File: src/sv/periodic_stream_scheduler_macros.svh
// assertion macros for the periodic stream scheduler
`ifndef PERIODIC_STREAM_SCHEDULER_MACROS_SVH
`define PERIODIC_STREAM_SCHEDULER_MACROS_SVH

// same-cycle implication, disabled while in reset
`define PSS_ASSERT_IMP(lbl, clk, rst_n, pre, post) \
    lbl: assert property (@(posedge clk) disable iff (!(rst_n)) (pre) |-> (post)) \
        else $error("pss assertion failed");

// next-cycle implication, disabled while in reset
`define PSS_ASSERT_NXT(lbl, clk, rst_n, pre, post) \
    lbl: assert property (@(posedge clk) disable iff (!(rst_n)) (pre) |=> (post)) \
        else $error("pss assertion failed");

`endif

File: src/sv/pss_pkg.sv
// types and constants shared by the periodic stream scheduler
package pss_pkg;

    localparam int MAX_STREAMS = 16;
    localparam int IDX_W       = $clog2(MAX_STREAMS);
    localparam int CNT_W       = $clog2(MAX_STREAMS + 1);
    localparam int CFG_IDX_W   = 8;

    localparam logic [CFG_IDX_W-1:0] CFG_STREAM_COUNT  = CFG_IDX_W'(0);
    localparam logic [CFG_IDX_W-1:0] CFG_START_TIME    = CFG_IDX_W'(1);
    localparam logic [CFG_IDX_W-1:0] CFG_MEASURE_START = CFG_IDX_W'(2);
    localparam logic [CFG_IDX_W-1:0] CFG_MEASURE_STOP  = CFG_IDX_W'(3);

    localparam logic MODE_LOAD    = 1'b0;
    localparam logic MODE_REQUEST = 1'b1;

    localparam logic [63:0] TIME_NONE = '1;

    typedef struct packed {
        logic             mode;
        logic [IDX_W-1:0] stream_sel;
        logic [63:0]      stream_interval;
        logic             stream_reliable;
        logic             stream_broadcast;
        logic [63:0]      now_ns;
    } t_cmd;

    typedef struct packed {
        logic             granted;
        logic [63:0]      slot_time;
        logic [63:0]      slot_sequence;
        logic [IDX_W-1:0] slot_stream;
        logic             flag_reliable;
        logic             flag_broadcast;
        logic             flag_measure;
        logic [63:0]      earliest_due;
        logic             config_error;
    } t_res;

    // one stream table row
    typedef struct packed {
        logic [63:0] interval;
        logic [63:0] sequence_no;
        logic [63:0] due;
        logic        broadcast;
        logic        reliable;
    } t_entry;

    typedef enum logic [0:0] {
        ALU_LT  = 1'b0,
        ALU_ADD = 1'b1
    } t_alu_op;

    typedef struct packed {
        t_alu_op     op;
        logic [63:0] a;
        logic [63:0] b;
    } t_alu_req;

    typedef struct packed {
        logic [63:0] value;
        logic        flag;
    } t_alu_rsp;

endpackage

File: src/sv/pss_alu.sv
// shared 64-bit compare and saturating add unit
module pss_alu (
    input  pss_pkg::t_alu_req i_req,
    output pss_pkg::t_alu_rsp o_rsp
);

    logic [64:0] sum;

    assign sum = {1'b0, i_req.a} + {1'b0, i_req.b};

    always_comb begin
        o_rsp = '0;
        unique case (i_req.op)
            pss_pkg::ALU_LT: begin
                o_rsp.flag = i_req.a < i_req.b;
            end
            pss_pkg::ALU_ADD: begin
                // saturate on carry out
                o_rsp.value = sum[64] ? pss_pkg::TIME_NONE : sum[63:0];
                o_rsp.flag  = sum[64];
            end
            default: begin
                o_rsp = '0;
            end
        endcase
    end

endmodule

File: config.mk
export PLATFORM = sky130hd
export DESIGN_NAME = pss_alu
export DESIGN_NICKNAME = d
export VERILOG_FILES = /design/src/sv/periodic_stream_scheduler_macros.svh /design/src/sv/pss_pkg.sv /design/src/sv/pss_alu.sv
export SDC_FILE = /design/constraint.sdc
export NUM_CORES = 1
export LEC_CHECK = 0
export CAP_MARGIN = 20
export CORE_AREA = 10 10 96 140
export DETAILED_ROUTE_END_ITERATION = 16
export DIE_AREA = 0 0 106 150
export DONT_BUFFER_PORTS = 1
export GPL_TIMING_DRIVEN = 0
export PLACE_DENSITY = 0.77
export REMOVE_ABC_BUFFERS = 1
export SYNTH_ARGS = -nofsm -noshare
export SYNTH_HDL_FRONTEND = slang
export SYNTH_SLANG_ARGS = --single-unit
File: constraint.sdc
create_clock -name vclk -period 5.3
set_input_delay 0 -clock vclk [all_inputs]
set_output_delay 0 -clock vclk [all_outputs]
set_load 0.02 [all_outputs]
Yosys cells after proc, flatten, opt, wreduce, memory -nomap -nowiden
Index checks and enable logic that the tools add are counted.
W data, S select, Z words.

word-level totals
  register bits = 0
  input port bits = 129
  output and inout port bits = 65
  word-level logic and storage cells = 6

cells by class
  $add $sub $neg = 1
  $lt $le $gt $ge = 1
  multiplexer cells = 3
  bitwise operators = 1

operators by type and width
  kind              count
  $mux W64          2
  $add A64 B64 Y65  1
  $lt A64 B64 Y1    1
  $pmux W1 S2       1
  $not A1 Y1        1

Logic depth before layout (Yosys ltp)
Gate-level depths: netlist of run 1.

  word-level depth = 3
  gate-level depth with buffers = 16
  mapped depth without buffers = 13

Least setup slack after synthesis of run 1
OpenSTA, ideal clock, no wires.

  path kind = in2out
  start = in i_req[9] (netlist bit)
  end = out o_rsp[59] (netlist bit)
  arrival = 3.252 ns
  slack = 2.048 ns
  stages on the path = 14
  cell sequence = inv_1 ha_1 nor2b_2 nor2_1 a2111o_1 a31o_2 a311oi_4 a31oi_2 o41ai_4 a31oi_2 o21a_1 buf_6 o2111a_1 a2111oi_2

RTL lines
  element          line          source
  start, declared  pss_alu.sv:3  input pss_pkg::t_alu_req i_req,
  end, declared    pss_alu.sv:4  output pss_pkg::t_alu_rsp o_rsp

==> results of run 1 <==
-- final cells by class --
type / instances / area (µm²) / share of cell area (%)
Inverter: 130 / 489.2 / 8.126
Timing Repair Buffer: 2 / 47.55 / 0.7897
Multi-Input combinational cell: 734 / 5300 / 88.03
Tap cell: 147 / 183.9 / 3.055
-- cell usage after synthesis (5+ instances only) --
| master | instances |
|---|---|
| a211oi_1 | 6 |
| nor2_1 | 84 |
| a41oi_1 | 6 |
| o41ai_1 | 5 |
| o21a_1 | 10 |
| ha_1 | 128 |
| nor3_1 | 14 |
| a21o_1 | 12 |
| a31oi_1 | 9 |
| a21boi_0 | 6 |
| o31ai_1 | 18 |
| nand2_1 | 31 |
| nand2b_1 | 9 |
| nor2b_1 | 12 |
| o21ai_0 | 28 |
| inv_1 | 128 |
| nand4_1 | 19 |
| nand3_1 | 12 |
| o211ai_1 | 6 |
| xnor2_1 | 53 |
| nor4_1 | 19 |
| a21oi_1 | 161 |
| clkbuf_1 | 38 |
| o31a_1 | 5 |
| o21bai_1 | 25 |
-- power groups by stage --
stage	clock [µW]	sequential, µW	combinational [µW]
after floorplan	0	0	623
after global placement	0	0	767
after detailed placement	0	0	775
after CTS	0	0	780
after global routing	0	0	864
final	0	0	787
-- cell usage in the layout (no fill, tap or decap), drive strengths merged, types with 3 or more instances in the layout --
master	n
a211oi	6
a21boi	6
a21o	12
a21oi	162
a311oi	4
a31oi	11
a41oi	6
and2	4
and3	4
ha	128
inv	128
nand2	31
nand2b	9
nand3	12
nand4	19
nor2	84
nor2b	13
nor3	14
nor4	19
o2111ai	3
o211ai	6
o21a	10
o21ai	29
o21bai	25
o221ai	3
o31a	5
o31ai	18
o41ai	7
or3	4
xnor2	53
xor2	4
-- worst max-delay path, delay by kind of cell --
kind / cells / cell delay [ps]
fa+ha+maj: 1 / 370
compound gates: 9 / 3490
simple gates: 2 / 210
buf+inv: 1 / 20
-- worst min-delay path by stage --
stage	from	to	slack [ps]	cells past startpoint
6_report	i_req[128]	o_rsp[2]	170	1
5_1_grt	i_req[128]	o_rsp[50]	170	1
4_1_cts	i_req[128]	o_rsp[63]	170	2
3_5_place_dp	i_req[128]	o_rsp[63]	170	2
3_3_place_gp	i_req[128]	o_rsp[63]	170	2
2_1_floorplan	i_req[128]	o_rsp[63]	140	2
-- cell families after synthesis --
| kind of cell | after synthesis |
|---|---|
| buffers and inverters | 171 |
| adders and majority gates | 129 |
| xor gates and xnor gates | 57 |
| AOI/OAI and AO/OA | 329 |
| and+or+nand+nor | 219 |
-- per-layer routing --
metal | up-vias | track usage (%) | wire (µm)
li1 | 3127 | - | -
met1 | 2945 | 21.88 | 6817
met2 | 221 | 44.20 | 10180
met3 | 43 | 5.725 | 1767
met4 | 0 | 5.842 | 521
met5 | - | 0 | 0
-- through the flow --
step / total power [µW] / instance area [µm²] / std cells / worst slack [ps]
after floorplan: 623.1 / 5787 / 864 / 1416
after global placement: 766.8 / 5971 / 1011 / 88.91
after detailed placement: 774.9 / 6021 / 1013 / 1307
after CTS: 780.4 / 6021 / 1013 / 1292
after global routing: 863.9 / 6021 / 1013 / 1115
final: 786.7 / 6021 / 1013 / 1191
==> reports/qor.yml, run 1 <==
status: "complete, no violations"
synth_cells: 905
yosysTopAreaCellShare_pct: 26.91
totalWireLength_um: 19280
synth_largest_area_cell: "ha_1"
grt_pass1_wl_um: 30240
syn_to_final_growth_pct: 1.177
cts_hold_buf: 0
path_max_fanout: 28
cts_post_setup_buffers_inserted: 0
synth_top_family_by_area: "compound AO/OA/AOI/OAI gates"
grt_usage_pct: 22.24
gp_congestion: 0.9329
io_pins: 194
powerDensity_mw_per_mm2: 130.7
n_sequential_cell: 0
clkbuf_count: 0
crit_path_frequent_cell: "a31oi_2"
gr-total-overflow: 0
ys_top_cells_by_area: "ha_1 (27%), a21oi_1 (14%), inv_1 (8.1%)"
cp-startpoint: "i_req[9]"
crit_required_ps: 5300
crit_type: "in -> out"
cp-end-kind: "output pin"
firstDrtPassIters: 5
p_int_uw: 270.4
start_kind: "primary input"
ant_nets: 0
holdCritPathClass: "in -> out"
finalNetCount: 1126
setup_tns_ps: 0
grt_pass1_vias: 6372
synth_xor_area_share_pct: 8.389
hold_ws_ps: 169.3
slew_violations: 0
initial_utilization_pct: 54.40
ys_warn_count: 0
crit_path_top_delay_cell: "a2111oi_2"
portBuffers: 0
rsz0062_at_grt: "false"
ff_latch_area_um2: 0
path_cells: "inv_1 > ha_1 > nor2b_2 > nor2_1 > a2111o_1 > a31o_2 > a311oi_4 > a31oi_2 > o41ai_4 > a31oi_2 > o21a_2 > o2111a_1 > a2111oi_2"
ir_drop_mv: 0.06872
p_seq_share_pct: 0
antenna_found_initial: 0
fillers: 1155
drc_errors: 0
drv_cap: 0
crit_end: "o_rsp[59]"
worstMarginPinSlew_ps: 816.7
hold_viol: 0
fin_crit_sh_pct: 77.54
die_w_um: 106
clkPwrFrac_pct: 0
yosys.cell_types.count: 61
switchingPower_uw: 516.3
ctsResizeCount: 0
cpPeakStageDelay_ps: 720
drt-initial-drc-count: 284
synthAdderAreaFrac_pct: 27.25
fin_util_pct: 55.04
combPwrFrac_pct: 100.0
place_hpwl_um: 16410
synth_compound_area_share_pct: 35.62
vias_per_cell: 6.255
coreArea_mm2: 0.01094
switching_share_pct: 65.63
syn_area_mm2: 0.005951
die_y_um: 150
placementRows: 47
layout-drive-gt1-share_pct: 1.848
slew_headroom_pct: 45.42
grt_max_degree: 52
synth_mux_area_share_pct: 0
syn_avg_cell_area_um2: 6.575
wl_per_cell_um: 19.03
ys_seq_area_share_pct: 0
total_leakage_power_uw: 0.002794
worstPathArrival_ps: 4110
insertedDiodeCount: 0
setup_viol: 0
route.vias.total: 6336
yosys.area_share.simple_pct: 17.79
fmax_mhz: 243.3
dieArea_mm2: 0.01590
timing.final.crit_period_ps: 4110
Note: power is estimated with default switching activity, not from simulation.
==> run 2, diff against run 1 <==
Clock period 5.3 ns to 3.89 ns, I/O delays scaled along.
==> run 2 against run 1 <==
Effect of this change: critical path depth unchanged; highest routed layer unchanged; cell area increased by 1.1%; via count decreased by 0.16%.
==> reports/qor.yml, run 2 (same netlist as run 1, synthesis figures left out) <==
powerDensity_mw_per_mm2: 178.3  # was 130.7 mW/mm²
ant_nets: 0  # unchanged
fin_util_pct: 55.64  # was 55.04%
n_sequential_cell: 0  # unchanged
wl_per_cell_um: 19.10  # was 19.03 µm
drt-initial-drc-count: 263  # was 284
crit_required_ps: 3890  # was 5300 ps
initial_utilization_pct: 54.40  # unchanged
clkPwrFrac_pct: 0  # about the same
combPwrFrac_pct: 100.0  # about the same
gp_congestion: 0.9329  # unchanged
drc_errors: 0  # unchanged
hold_path_depth: 2  # was 1
pre_cts_slack_ps: -103.1  # was 1307 ps
layout-drive-gt1-share_pct: 2.887  # was 1.848%
p_int_uw: 374.4  # was 270.4 µW
vias_per_cell: 6.245  # was 6.255
worstPathArrival_ps: 3840  # was 4110 ps
placementRows: 47  # unchanged
multiInputGateArea_mm2: 0.005365  # was 0.005300 mm²
fin_crit_sh_pct: 98.75
status: "complete, no violations"  # unchanged
holdCritPathClass: "in -> out"  # unchanged
ff_latch_area_um2: 0  # unchanged
switchingPower_uw: 710.6  # was 516.3 µW
route.vias.total: 6326  # was 6336
setup_tns_ps: 0  # unchanged
grt_max_degree: 52  # unchanged
syn_to_final_growth_pct: 2.271  # was 1.177%
die_w_um: 106  # unchanged
fmax_mhz: 260.3
finalNetCount: 1126  # unchanged
crit_type: "in -> out"  # unchanged
firstDrtPassIters: 5  # unchanged
grt_usage_pct: 22.26  # was 22.24%
worstMarginPinSlew_ps: 754.7  # was 816.7 ps
setup_viol: 0  # unchanged
antenna_found_initial: 0  # unchanged
gr-total-overflow: 0  # unchanged
fillers: 1150  # was 1155
clkbuf_count: 0  # unchanged
p_seq_share_pct: 0  # about the same
met3_length_um: 1801  # was 1767 µm
ir_drop_mv: 0.09397  # was 0.06872 mV
drv_cap: 0  # unchanged
insertedDiodeCount: 0  # unchanged
final_common_cell: "a21oi_1"  # unchanged
layout_common_cells: "a21oi_1 (159), inv_1 (128), ha_1 (128), nor2_1 (84), xnor2_1 (53)"  # was a21oi_1 (161), inv_1 (128), ha_1 (128), nor2_1 (84), xnor2_1 (53)
path_max_fanout: 28  # unchanged
slew_violations: 0  # unchanged
slew_headroom_pct: 49.23  # was 45.42%
met2_wirelength_um: 10280  # was 10180 µm
hold_viol: 0  # unchanged
cp-end-kind: "output pin"  # unchanged
totalWireLength_um: 19350  # was 19280 µm
switching_share_pct: 65.49  # was 65.63%
topRoutingLayerUsed: "met4"  # unchanged
total_leakage_power_uw: 0.002808  # was 0.002794 µW
dieArea_mm2: 0.01590  # unchanged
grt_pass1_vias: 6389  # was 6372
met1Wirelength_um: 6745  # was 6817 µm
start_kind: "primary input"  # unchanged
portBuffers: 0  # unchanged
timing.final.crit_period_ps: 3841
grt_pass1_wl_um: 30270  # was 30240 µm
coreArea_mm2: 0.01094  # unchanged
die_y_um: 150  # unchanged
worst_slack_ps: 48.68  # was 1191 ps
place_hpwl_um: 16410  # unchanged
io_pins: 194  # unchanged
==> run 2: cell counts in the layout (fill, tap and decap cells not counted) <==
Identical to the previous run, type by type.
==> run 2: worst paths after layout <==
path                        end       start  slack, ps
worst min-delay path  o_rsp[63]  i_req[128]        150
worst max-delay path  o_rsp[59]    i_req[9]         50
==> run 2: worst max-delay path: stages <==
cell,delay [ps]
inv_1,20
ha_1,370
nor2b_2,150
nor2_1,60
a2111o_1,410
a31o_2,290
a311oi_4,380
a31oi_2,240
o41ai_4,500
a31oi_2,270
o21a_4,390
o2111a_1,220
a2111oi_4,520
==> run 2: power groups by stage <==
stage	clock network, µW	logic [µW]	registers [µW]
6_report	0	1080	0
5_1_grt	0	1190	0
4_1_cts	0	1070	0
3_5_place_dp	0	1060	0
3_3_place_gp	0	1040	0
2_1_floorplan	0	849	0
==> run 2: cell type report <==
type               instances  area share, %
multi-input cells        734          88.16
inverters                130          8.039
well taps                147          3.022
repair buffers             2         0.7812
==> run 2: what timing repair did <==
action,4_1_cts,5_1_grt
cloned,0,0
buffers inserted,0,0
hold buffers,0,0
setup endpoints to repair,3,40
resized for setup,3,8
pin swaps,0,0
==> run 2: metrics by stage <==
stage               cell area, µm²  total power [µW]  hold slack [ps]  std cells
floorplan                     5787             848.9            139.4        864
global placement              5971              1045            170.5       1011
detailed placement            6021              1056            166.5       1013
CTS                           6045              1068            144.1       1013
global route                  6086              1192            165.1       1013
finish                        6086              1085            149.5       1013
==> run 2: routing by layer <==
metal / track usage [%] / vias up
met3: 5.811 / 37
met2: 44.11 / 234
met1: 21.78 / 2927
met4: 6.318 / 0
li1: - / 3128
met5: 0 / -
